`config.mk`:
```
export PLATFORM = sky130hd
export DESIGN_NAME = first_fit_block_allocator_top
export DESIGN_NICKNAME = d
export VERILOG_FILES = /design/src/rtl/core/ffba_pkg.sv /design/src/rtl/core/ffba_ctrl.sv /design/src/rtl/core/ffba_datapath.sv /design/src/rtl/core/first_fit_block_allocator_top.sv
export VERILOG_INCLUDE_DIRS = /design/src /design/src/rtl/core
export SDC_FILE = /design/constraint.sdc
export NUM_CORES = 1
export LEC_CHECK = 0
export ABC_AREA = 1
export BUFFER_PORTS_ARGS = -buffer_cell sky130_fd_sc_hd__clkbuf_2
export CAP_MARGIN = 30
export CORE_MARGIN = 4
export CORE_UTILIZATION = 55
export DETAILED_ROUTE_END_ITERATION = 8
export HOLD_SLACK_MARGIN = 0.15
export MAX_ROUTING_LAYER = met4
export PLACE_DENSITY = 0.76
export SLEW_MARGIN = 40
export SYNTH_ARGS = -nofsm -noshare
export SYNTH_HDL_FRONTEND = slang
export SYNTH_SLANG_ARGS = --single-unit
```
`constraint.sdc`:
```
create_clock -name aclk -period 3.53 [get_ports aclk]
set_input_delay 0.706 -clock aclk [delete_from_list [all_inputs] [get_ports aclk]]
set_output_delay 0.706 -clock aclk [all_outputs]
set_load 0.1 [all_outputs]
```
`src/rtl/core/first_fit_block_allocator_top_assert.svh`:
```
// Assertion macros shared by the first-fit block allocator RTL.
// Included by files that carry concurrent checks; no other dependencies.
`ifndef FIRST_FIT_BLOCK_ALLOCATOR_TOP_ASSERT_SVH
`define FIRST_FIT_BLOCK_ALLOCATOR_TOP_ASSERT_SVH

`ifndef SYNTH
`define FFBA_ASSERT_IMPLIES(label, clk, rst_n, ante, cons) \
    label: assert property (@(posedge clk) disable iff (!rst_n) (ante) |-> (cons)) \
        else $error("assertion failed");
`define FFBA_ASSERT_NEXT(label, clk, rst_n, ante, cons) \
    label: assert property (@(posedge clk) disable iff (!rst_n) (ante) |=> (cons)) \
        else $error("assertion failed");
`else
`define FFBA_ASSERT_IMPLIES(label, clk, rst_n, ante, cons)
`define FFBA_ASSERT_NEXT(label, clk, rst_n, ante, cons)
`endif

`endif

```
`src/rtl/core/ffba_pkg.sv`:
```
// Package for the first-fit block allocator: field layout, codes,
// controller states and the command/status structs. No dependencies.
package ffba_pkg;

    localparam int INDEX_FIELD_W     = 4;
    localparam int SIZE_FIELD_W      = 16;
    localparam int COUNT_W           = 5;
    localparam int BLOCK_COUNT_RESET = 16;

    localparam int S_INDEX_LSB = 0;
    localparam int S_BSIZE_LSB = S_INDEX_LSB + INDEX_FIELD_W;
    localparam int S_RSIZE_LSB = S_BSIZE_LSB + SIZE_FIELD_W;
    localparam int S_TDATA_W   = 40;
    localparam int M_TDATA_W   = 24;

    localparam logic OP_LOAD    = 1'b0;
    localparam logic OP_REQUEST = 1'b1;

    typedef enum logic [1:0] {
        ST_IDLE,
        ST_SCAN,
        ST_EMIT
    } ffba_state_t;

    typedef struct packed {
        logic load_wr;
        logic start;
        logic scan;
        logic capture;
        logic emit;
    } ffba_cmd_t;

    typedef struct packed {
        logic is_request;
        logic zero_limit;
        logic hit;
        logic last;
        logic out_free;
    } ffba_status_t;

endpackage

```
`src/rtl/core/ffba_ctrl.sv`:
```
// Controller state machine of the first-fit block allocator.
// Depends on ffba_pkg; drives commands into ffba_datapath.
module ffba_ctrl import ffba_pkg::*; (
    input  logic         aclk,
    input  logic         aresetn,
    input  logic         s_tvalid,
    output logic         s_tready,
    input  ffba_status_t status,
    output ffba_cmd_t    cmd
);

    ffba_state_t state_reg;
    ffba_state_t state_next;

    always_ff @(posedge aclk) begin
        if (!aresetn) begin
            state_reg <= ST_IDLE;
        end else begin
            state_reg <= state_next;
        end
    end

    always_comb begin
        state_next = state_reg;
        cmd        = '0;
        s_tready   = 1'b0;
        unique case (state_reg)
            ST_IDLE: begin
                s_tready = 1'b1;
                if (s_tvalid) begin
                    if (status.is_request) begin
                        cmd.start = 1'b1;
                        if (status.zero_limit) begin
                            cmd.capture = 1'b1;
                            state_next  = ST_EMIT;
                        end else begin
                            state_next = ST_SCAN;
                        end
                    end else begin
                        cmd.load_wr = 1'b1;
                    end
                end
            end
            ST_SCAN: begin
                cmd.scan = 1'b1;
                if (status.hit || status.last) begin
                    cmd.capture = 1'b1;
                    state_next  = ST_EMIT;
                end
            end
            ST_EMIT: begin
                if (status.out_free) begin
                    cmd.emit   = 1'b1;
                    state_next = ST_IDLE;
                end
            end
            default: begin
                state_next = ST_IDLE;
            end
        endcase
    end

endmodule

```
`src/rtl/core/ffba_datapath.sv`:
```
// Datapath of the first-fit block allocator: size memory, allocated marks,
// scan pipeline, result and output registers. Depends on ffba_pkg.
`include "first_fit_block_allocator_top_assert.svh"

module ffba_datapath import ffba_pkg::*; #(
    parameter int MAX_BLOCKS = 16,
    parameter int SIZE_BITS  = 16
) (
    input  logic                 aclk,
    input  logic                 aresetn,
    input  logic [S_TDATA_W-1:0] s_tdata,
    input  logic                 s_tuser,
    input  logic                 m_tready,
    output logic                 m_tvalid,
    output logic [M_TDATA_W-1:0] m_tdata,
    output logic                 m_tuser,
    input  logic                 cfg_valid,
    input  logic [COUNT_W-1:0]   cfg_data,
    input  ffba_cmd_t            cmd,
    output ffba_status_t         status
);

    localparam int IDX_W   = $clog2(MAX_BLOCKS);
    localparam int LIM_RAW = $clog2(MAX_BLOCKS + 1);
    localparam int LIM_W   = (LIM_RAW > COUNT_W) ? LIM_RAW : COUNT_W;

    logic [INDEX_FIELD_W-1:0] in_index;
    logic [SIZE_FIELD_W-1:0]  in_bsize;
    logic [SIZE_FIELD_W-1:0]  in_rsize;
    logic [IDX_W-1:0]         load_addr;
    logic                     load_in_range;

    logic [COUNT_W-1:0]       count_reg;
    logic [LIM_W-1:0]         limit;

    logic [SIZE_BITS-1:0]     sizes_mem [MAX_BLOCKS];
    logic [MAX_BLOCKS-1:0]    marks_reg;
    logic [SIZE_BITS-1:0]     rd_data_reg;
    logic [SIZE_BITS-1:0]     want_reg;
    logic [IDX_W-1:0]         idx_reg;
    logic [IDX_W-1:0]         chk_idx_reg;
    logic                     chk_valid_reg;
    logic                     hit;
    logic                     hit_q;
    logic                     last;

    logic                     res_granted_reg;
    logic [INDEX_FIELD_W-1:0] res_index_reg;
    logic [SIZE_FIELD_W-1:0]  res_size_reg;

    logic                     m_tvalid_reg;
    logic [M_TDATA_W-1:0]     m_tdata_reg;
    logic                     m_tuser_reg;
    logic                     out_free;

    assign in_index      = s_tdata[S_INDEX_LSB +: INDEX_FIELD_W];
    assign in_bsize      = s_tdata[S_BSIZE_LSB +: SIZE_FIELD_W];
    assign in_rsize      = s_tdata[S_RSIZE_LSB +: SIZE_FIELD_W];
    assign load_addr     = IDX_W'(in_index);
    assign load_in_range = LIM_W'(in_index) < LIM_W'(MAX_BLOCKS);

    assign limit = (LIM_W'(count_reg) > LIM_W'(MAX_BLOCKS)) ? LIM_W'(MAX_BLOCKS)
                                                             : LIM_W'(count_reg);

    assign hit   = chk_valid_reg && !marks_reg[chk_idx_reg] && (rd_data_reg >= want_reg);
    assign hit_q = cmd.scan && hit;
    assign last  = chk_valid_reg && (LIM_W'(chk_idx_reg) == (limit - LIM_W'(1)));

    assign out_free = !m_tvalid_reg || m_tready;

    assign status.is_request = (s_tuser == OP_REQUEST);
    assign status.zero_limit = (limit == '0);
    assign status.hit        = hit;
    assign status.last       = last;
    assign status.out_free   = out_free;

    always_ff @(posedge aclk) begin
        if (!aresetn) begin
            count_reg <= COUNT_W'(BLOCK_COUNT_RESET);
        end else if (cfg_valid) begin
            count_reg <= cfg_data;
        end
    end

    always_ff @(posedge aclk) begin
        if (cmd.load_wr && load_in_range) begin
            sizes_mem[load_addr] <= SIZE_BITS'(in_bsize);
        end
        rd_data_reg <= sizes_mem[idx_reg];
    end

    always_ff @(posedge aclk) begin
        if (!aresetn) begin
            marks_reg <= '0;
        end else if (cmd.load_wr && load_in_range) begin
            marks_reg[load_addr] <= 1'b0;
        end else if (cmd.capture && hit_q) begin
            marks_reg[chk_idx_reg] <= 1'b1;
        end
    end

    always_ff @(posedge aclk) begin
        if (!aresetn) begin
            chk_valid_reg <= 1'b0;
        end else if (cmd.start) begin
            chk_valid_reg <= 1'b0;
        end else if (cmd.scan) begin
            chk_valid_reg <= 1'b1;
        end
    end

    always_ff @(posedge aclk) begin
        if (cmd.start) begin
            idx_reg  <= '0;
            want_reg <= SIZE_BITS'(in_rsize);
        end else if (cmd.scan) begin
            idx_reg     <= idx_reg + IDX_W'(1);
            chk_idx_reg <= idx_reg;
        end
    end

    always_ff @(posedge aclk) begin
        if (cmd.capture) begin
            res_granted_reg <= hit_q;
            res_index_reg   <= hit_q ? INDEX_FIELD_W'(chk_idx_reg) : '0;
            res_size_reg    <= hit_q ? SIZE_FIELD_W'(rd_data_reg) : '0;
        end
    end

    always_ff @(posedge aclk) begin
        if (!aresetn) begin
            m_tvalid_reg <= 1'b0;
        end else if (cmd.emit) begin
            m_tvalid_reg <= 1'b1;
        end else if (m_tready) begin
            m_tvalid_reg <= 1'b0;
        end
    end

    always_ff @(posedge aclk) begin
        if (cmd.emit) begin
            m_tdata_reg <= M_TDATA_W'({res_size_reg, res_index_reg});
            m_tuser_reg <= res_granted_reg;
        end
    end

    assign m_tvalid = m_tvalid_reg;
    assign m_tdata  = m_tdata_reg;
    assign m_tuser  = m_tuser_reg;

    `FFBA_ASSERT_NEXT(a_hit_sets_mark, aclk, aresetn, cmd.scan && hit, marks_reg[$past(chk_idx_reg)])
    `FFBA_ASSERT_IMPLIES(a_emit_needs_slot, aclk, aresetn, cmd.emit, out_free)
    `FFBA_ASSERT_IMPLIES(a_scan_in_limit, aclk, aresetn, cmd.scan && chk_valid_reg, LIM_W'(chk_idx_reg) < limit)

endmodule

```
`src/rtl/core/first_fit_block_allocator_top.sv`:
```
// Top level of the first-fit block allocator: controller plus datapath.
// Depends on ffba_pkg, ffba_ctrl and ffba_datapath.
//
//  channel  | direction | handshake           | payload
//  ---------+-----------+---------------------+-----------------------------------
//  s_       | in        | s_tvalid / s_tready | tuser: operation; tdata: index,
//           |           |                     |   block size, request size
//  m_       | out       | m_tvalid / m_tready | tuser: granted; tdata: index, size
//  cfg_     | in        | cfg_valid/cfg_ready | cfg_data: block_count
//
// A load is written in the idle state, which then takes the next beat. A request scans entries
// 0 to L-1 with L = min(block_count, MAX_BLOCKS) until a free block fits; if L is 0 it misses at once.
// The scan reads one size memory entry per cycle.
// Synchronous active-low reset clears marks, state and block_count (to 16).
// A result held on m_ lets the next request scan, then holds it in emit and stalls s_.
module first_fit_block_allocator_top import ffba_pkg::*; #(
    parameter int MAX_BLOCKS = 16,
    parameter int SIZE_BITS  = 16
) (
    input  logic                 aclk,
    input  logic                 aresetn,
    input  logic                 s_tvalid,
    output logic                 s_tready,
    input  logic [S_TDATA_W-1:0] s_tdata,   // [3:0] block_index, [19:4] block_size_value,
                                            // [35:20] request_size, [39:36] zero
    input  logic                 s_tuser,   // [0] operation
    output logic                 m_tvalid,
    input  logic                 m_tready,
    output logic [M_TDATA_W-1:0] m_tdata,   // [3:0] granted_index, [19:4] granted_block_size,
                                            // [23:20] zero
    output logic                 m_tuser,   // [0] granted
    input  logic                 cfg_valid,
    output logic                 cfg_ready,
    input  logic [COUNT_W-1:0]   cfg_data
);

    ffba_cmd_t    cmd;
    ffba_status_t status;

    assign cfg_ready = 1'b1;

    ffba_ctrl u_ctrl (
        .aclk     (aclk),
        .aresetn  (aresetn),
        .s_tvalid (s_tvalid),
        .s_tready (s_tready),
        .status   (status),
        .cmd      (cmd)
    );

    ffba_datapath #(
        .MAX_BLOCKS (MAX_BLOCKS),
        .SIZE_BITS  (SIZE_BITS)
    ) u_datapath (
        .aclk      (aclk),
        .aresetn   (aresetn),
        .s_tdata   (s_tdata),
        .s_tuser   (s_tuser),
        .m_tready  (m_tready),
        .m_tvalid  (m_tvalid),
        .m_tdata   (m_tdata),
        .m_tuser   (m_tuser),
        .cfg_valid (cfg_valid),
        .cfg_data  (cfg_data),
        .cmd       (cmd),
        .status    (status)
    );

endmodule
```
==> results_dict.tcl, run 1 <==
set metrics [dict create \
    tns_ps 0 \
    synthesis.area_mm2 0.0144 \
    ir_drop_mv 0.474 \
    p_sw_mw 3.28 \
    fmax_mhz 390 \
    combPwrFrac_pct 20.8 \
    wl_per_cell_um 19.1 \
    cts.sinks 363 \
    ctsResizeCount 0 \
    hold_depth 1 \
    cp_max_fo 22 \
    hp-class "input port to flip-flop" \
    grt_pass1_vias 8469 \
    ys.flop_type "edfxtp_1" \
    synthCells 1120 \
    clk_path_buf_depth 3 \
    place.port_buffers 69 \
    fin_crit_sh_pct 72.6 \
    finalMaxSlewViolations 0 \
    worst_ep_required_time_ps 3950 \
    r2r-end "u_datapath.marks_reg[11]" \
    drtIter0Drc 743 \
    grt_remaining_overflow 0 \
    p_per_area_mw_per_mm2 690 \
    post-cts-setup-buffer-count 0 \
    intPower_mw 8.03 \
    vias 8858 \
    yosysWarnings 0 \
    hold_end "u_datapath.want_reg[15]" \
    setup_viol 0 \
    finalHoldViolations 0 \
    path_clk_slew_ps 60 \
    syn_area_per_cell_um2 12.9 \
    drive_above_1_share_pct 14.5 \
    synth_top_area_share_pct 66.3 \
    dieArea_mm2 0.0288 \
    core_area_mm2 0.0255 \
    p_seq_share_pct 45.5 \
    track_usage_pct 21.0 \
    tightest_slew_ps 741 \
    start_util_pct 56.5 \
    drv_cap 0 \
    arrival_ps 2980 \
    status "finished, final reports clean" \
    numCtsBuffers 35 \
    routed_wl_um 29600 \
    yosys.area_share.xor_xnor_pct 0.182 \
    nFillCells 1791 \
    p_sw_share_pct 29.0 \
    synth_edf_count 318 \
    postLayoutCoreUtil_pct 64.4 \
    gp_congestion 0.908 \
    start_kind "flip-flop" \
    wirelength_met1_um 12400 \
    ios 79 \
    drc 0 \
    async_flop_share_pct 0 \
    power.leakage_nw 5.87 \
    path_class "flip-flop to flip-flop" \
    r2r_cells 12 \
    cts_hold_buffers 0 \
    route.met2.wl_um 14600 \
    hpwl_um 17200 \
    synth-simple-area-share_pct 9.74 \
    met3_wirelength_um 1850 \
    highest_layer "met4" \
    ys_top_cells_by_area "edfxtp_1 (66%), dfxtp_1 (6.3%), nor2_1 (4.7%)" \
    hold_start "s_tdata[35]" \
    final_nets 1263 \
    grt_first_pass_wirelength_um 45600 \
    post_synth_num_cell_types 34 \
    row_count 58 \
    r2r_slack_ps 970 \
    via_per_inst 5.72 \
    area_growth_syn_to_layout_pct 13.9 \
    synthMuxAreaShare_pct 2.92 \
    first_pass_iters 5 \
    fin_crit_ps 2560 \
    holdWs_ps 374 \
    grt_max_degree 70 \
    end_kind "flip-flop" \
    synth_compound_area_share_pct 9.21 \
    clk_latency_ps 510 \
    clockPowerShare_pct 33.7 \
    die_w_um 170 \
    synth_seq_area_share_pct 72.6 \
    synth_top_family_by_area "simple AND/OR/NAND/NOR gates" \
    largest_reg_flops 256 \
    synthAdderAreaFrac_pct 1.56 \
    synth-seq-cells 363 \
    antenna_left 0 \
    die_y_um 170 \
    finClkSkew_ps 9.01 \
    relSlewSlack_pct 50.3 \
    cts_htree_levels 2 \
    cts_tree "built" \
    rsz0062_at_grt "false" \
    synth_area_leader_cell "edfxtp_1" \
    r2r-start "u_datapath.chk_idx_reg[0]" \
    root_buffer "clkbuf_16" \
    grt_antenna_before_repair 2 \
]
==> placed cells by master (no fill, tap or decap), drive strengths merged, types with 5 or more instances in the layout <==
master | netlist | routed
nand3 | 25 | 25
o32ai | 18 | 18
buf | 23 | 28
o21ai | 96 | 96
bufinv | 0 | 5
o221ai | 42 | 42
nand2 | 125 | 125
nor4 | 6 | 6
conb | 2 | 5
dfxtp | 45 | 45
nor3 | 9 | 9
o211ai | 18 | 18
mux2i | 42 | 42
clkinv | 2 | 11
nor2 | 181 | 181
ha | 18 | 18
a21oi | 29 | 29
edfxtp | 318 | 318
clkbuf | 40 | 115
inv | 66 | 65
==> through the flow <==
step           worst slack (ps)  area [um2]  cells  total power, mW
6_report                    968       16400   1548             11.3
5_1_grt                     620       16400   1548             11.9
4_1_cts                     800       16400   1547             11.4
3_5_place_dp                740       15200   1487             7.57
3_3_place_gp                818       15200   1487             7.50
2_1_floorplan               347       14400   1123             6.83
==> layout make-up <==
cell class	count	area (um2)	area share (%)
Clock buffer	46	1000	6.10
Inverter	68	256	1.56
Clock inverter	14	191	1.17
Timing Repair Buffer	97	593	3.62
Multi-Input combinational cell	629	3490	21.3
Tap cell	330	413	2.52
Antenna cell	1	2.50	0.0153
Sequential cell	363	10500	63.8
==> cell usage after synthesis (3+ instances only) <==
cell	instances
edfxtp_1	318
nor2_1	180
nand2_1	125
o21ai_0	95
inv_1	61
dfxtp_1	45
mux2i_1	42
o221ai_1	42
clkbuf_1	40
a21oi_1	29
nand3_1	24
ha_1	18
o211ai_1	18
o32ai_1	18
buf_2	13
nor3_1	9
nor4_1	6
buf_4	5
inv_2	5
nand4_1	4
o22ai_1	4
buf_1	3
==> per-layer routing <==
metal  global-route usage (%)  vias up
met5                        -        -
met4                     6.83        0
li1                         -     4208
met1                     26.9     4280
met2                     34.9      309
met3                     3.00       61
==> power by group through the flow <==
stage | sequential (mW) | combinational (mW) | clock, mW
finish | 5.15 | 2.35 | 3.81
floorplan | 5.06 | 1.77 | 0
detailed placement | 5.23 | 2.34 | 0
global route | 5.17 | 2.61 | 4.07
global placement | 5.23 | 2.27 | 0
CTS | 5.14 | 2.36 | 3.88
==> worst max-delay path by stage <==
stage | from | end | slack, ps
3_3_place_gp | s_tvalid | u_datapath.sizes_mem[11][14] | 820
5_1_grt | u_datapath.chk_idx_reg[0] | u_datapath.marks_reg[11] | 620
6_report | u_datapath.chk_idx_reg[0] | u_datapath.marks_reg[11] | 970
4_1_cts | u_datapath.count_reg[2] | u_datapath.res_size_reg[2] | 800
2_1_floorplan | u_ctrl.state_reg[1] | u_datapath.res_granted_reg | 350
3_5_place_dp | s_tvalid | u_datapath.sizes_mem[12][3] | 740
==> worst max-delay path, stage by stage (launching register included) <==
cell and delay [ps]:
edfxtp_1 670, inv_2 220, nand2_1 100, nand2_1 50, nand2_1 50, nand2_1 70, nand2_1 60, nand3_1 100
nor2_2 130, nand3_2 360, inv_2 350, nand2_1 120, a21oi_1 170
==> kinds of logic after synthesis <==
logic type | after synthesis
DFF | 363
and+or+nand+nor | 352
AOI/OAI and AO/OA | 209
buffers and inverters | 131
muxes | 42
adders and majority gates | 18
xor gates and xnor gates | 3
other | 2
Note: power is estimated with default switching activity, not from simulation.
==> inputs of run 2 (changes only) <==
--- a/config.mk
+++ b/config.mk
@@ -6,15 +6,15 @@
 export SDC_FILE = /design/constraint.sdc
 export NUM_CORES = 1
 export LEC_CHECK = 0
-export ABC_AREA = 1
+export ABC_AREA = 0
 export BUFFER_PORTS_ARGS = -buffer_cell sky130_fd_sc_hd__clkbuf_2
 export CAP_MARGIN = 30
 export CORE_MARGIN = 4
-export CORE_UTILIZATION = 55
+export CORE_UTILIZATION = 60
 export DETAILED_ROUTE_END_ITERATION = 8
 export HOLD_SLACK_MARGIN = 0.15
 export MAX_ROUTING_LAYER = met4
-export PLACE_DENSITY = 0.76
+export PLACE_DENSITY = 0.79
 export SLEW_MARGIN = 40
 export SYNTH_ARGS = -nofsm -noshare
 export SYNTH_HDL_FRONTEND = slang
==> constraint.sdc (replaced) <==
create_clock -name aclk -period 2.5 [get_ports aclk]
set_input_delay 0.5 -clock aclk [delete_from_list [all_inputs] [get_ports aclk]]
set_output_delay 0.5 -clock aclk [all_outputs]
set_load 0.1 [all_outputs]
==> run 2 against run 1 <==
Compared with the run above:
- clock-buffer cell count up 3
- sequential cell count unchanged
- wire length down 1.3%
- worst setup slack worse by 820 ps
- synthesized cell count down 36%
- maximum frequency up 9.1%
- via count down 20%
- clock skew up 3.3 ps
- sequential share of layout area up 1.3 points
- register-to-register slack worse by 820 ps
- sequential power up 37%
- largest cell class unchanged
==> results_dict.tcl, run 2 <==
set metrics [dict create \
    root_buffer "clkbuf_16" \
    synthesis.area_mm2 0.0139 \
    grt_max_degree 68 \
    clk_path_buf_depth 3 \
    relSlewSlack_pct 63.6 \
    synth_edf_count 318 \
    ios 79 \
    ys.flop_type "edfxtp_1" \
    ys_top_cells_by_area "edfxtp_1 (69%), mux4_2 (13%), dfxtp_1 (6.5%)" \
    layout_common_cells "edfxtp_1 (318), mux4_2 (82), clkbuf_2 (69), dfxtp_1 (43), nor2_1 (41)" \
    finClkSkew_ps 12.3 \
    area_growth_syn_to_layout_pct 15.6 \
    cts_hold_buffers 0 \
    row_count 55 \
    synthCells 717 \
    final_nets 893 \
    end_kind "flip-flop" \
    drv_cap 0 \
    start_kind "flip-flop" \
    fin_crit_sh_pct 94.0 \
    dpl.cell_count 1070 \
    async_flop_share_pct 0 \
    grt_first_pass_wirelength_um 44500 \
    grt_antenna_before_repair 2 \
    dieArea_mm2 0.0257 \
    syn_area_per_cell_um2 19.4 \
    track_usage_pct 23.9 \
    gp_congestion 0.864 \
    place.port_buffers 69 \
    p_per_area_mw_per_mm2 888 \
    power.leakage_nw 5.41 \
    synth_area_leader_cell "edfxtp_1" \
    yosysMostFrequentCell "edfxtp_1" \
    core_area_mm2 0.0227 \
    cp_max_fo 37 \
    hold_depth 1 \
    cts_tree "built" \
    power.total_mw 14.3 \
    layoutNonFillerInstCount 1135 \
    arrival_ps 2750 \
    wl_per_cell_um 25.7 \
    vias 7124 \
    r2r-start "u_datapath.want_reg[10]" \
    setup_viol 0 \
    fin_crit_ps 2350 \
    drtIter0Drc 744 \
    post_synth_num_cell_types 42 \
    synth_top_area_share_pct 68.7 \
    grt_remaining_overflow 0 \
    via_per_inst 6.28 \
    hold_end "u_datapath.want_reg[12]" \
    cts_htree_levels 2 \
    r2r_slack_ps 150 \
    hold_start "s_tdata[32]" \
    ir_drop_mv 0.601 \
    first_pass_iters 5 \
    largest_reg_flops 256 \
    cts.sinks 363 \
    hpwl_um 16200 \
    hp-class "input port to flip-flop" \
    status "finished, final reports clean" \
    numCtsBuffers 36 \
    rsz0062_at_grt "false" \
    drc 0 \
    routed_wl_um 29200 \
    path_clk_slew_ps 60 \
    synth-seq-cells 363 \
    die_w_um 160 \
    antenna_left 0 \
    r2r-end "u_datapath.marks_reg[11]" \
    synth_common_cells "edfxtp_1 (318), mux4_2 (82), dfxtp_1 (45), nor2_1 (45), inv_1 (39)" \
    synth_seq_area_share_pct 75.2 \
    grt_pass1_vias 7376 \
    tightest_slew_ps 549 \
    drive_above_1_share_pct 29.6 \
    layout_commonest_cell "edfxtp_1" \
    fmax_mhz 426 \
    finalHoldViolations 0 \
    holdWs_ps 175 \
    r2r_cells 9 \
    start_util_pct 61.2 \
    finalMaxSlewViolations 0 \
    clk_latency_ps 500 \
    worst_ep_required_time_ps 2900 \
    die_y_um 160 \
    yosysWarnings 0 \
    path_class "flip-flop to flip-flop" \
]
## run 2: layout make-up
type	instances	area, um2
fill	1309	6650
multi-input combinational	284	3210
tap	285	357
sequential	363	10500
timing repair buffer	100	803
clock inverter	13	63.8
clock buffer	49	1020
antenna	2	5.00
inverter	39	146
## run 2: what timing repair did
| action | 4_1_cts | 5_1_grt |
|---|---|---|
| gates resized for setup | 0 | 4 |
| setup endpoints to repair | 0 | 21 |
| buffers inserted | 0 | 1 |
## run 2: kinds of logic after synthesis
| family | synth area share [%] |
|---|---|
| multiplexers | 14.1 |
| adder cells (fa/ha/maj) | 1.62 |
| AO/OA/AOI/OAI | 2.39 |
| flip-flops | 75.2 |
| XOR/XNOR | 0.441 |
| AND/OR/NAND/NOR | 3.90 |
| other | 0.0540 |
| buffers and inverters | 2.34 |
## run 2: worst max-delay path: stages (launching register included)
cell and delay (ps):
edfxtp_1 330, inv_1 70, ha_1 300, nand4_1 180, nor2_1 150, o2111ai_1 130
o211ai_1 390, nand3_2 170, buf_12 210, o32ai_1 310
## run 2: layer usage
layer  share of wire [%]  up-vias  routed length (um)  GRT usage [%]
met5                   0        -                   0              -
met4                 2.8        0                 830           7.20
met3                 7.4       71                2160           4.70
met2                  53      349               15400           40.2
met1                  37     3633               10900           29.9
li1                    -     3071                   -              -
## run 2: worst max-delay path by stage
stage | from | endpoint | slack, ps | cells after the start
3_3_place_gp | u_datapath.count_reg[4] | u_datapath.res_size_reg[0] | 120 | 10
4_1_cts | u_datapath.count_reg[4] | u_datapath.res_size_reg[0] | 3 | 10
2_1_floorplan | u_ctrl.state_reg[1] | u_datapath.sizes_mem[13][0] | -100 | 6
5_1_grt | u_datapath.chk_idx_reg[0] | u_datapath.marks_reg[7] | 10 | 8
6_report | u_datapath.want_reg[10] | u_datapath.marks_reg[11] | 150 | 9
3_5_place_dp | u_datapath.count_reg[4] | u_datapath.res_size_reg[3] | 30 | 10
## run 2: per-stage QoR
| stage | TNS [ps] | worst slack (ps) | util [%] | cell area (um2) |
|---|---|---|---|---|
| 2_1_floorplan | -16550 | -101 | - | 14000 |
| 3_3_place_gp | 0 | 116 | 65.8 | 14900 |
| 6_report | 0 | 150 | 70.7 | 16100 |
| 5_1_grt | 0 | 13.2 | 70.7 | 16100 |
| 3_5_place_dp | 0 | 26.5 | 65.8 | 14900 |
| 4_1_cts | 0 | 2.97 | 70.6 | 16000 |
## run 2: where the power goes
part / total [mW] / internal (mW) / switching (mW)
clock network: 4.95 / 2.85 / 2.10
registers: 7.05 / 6.81 / 0.234
logic: 2.26 / 1.19 / 1.07
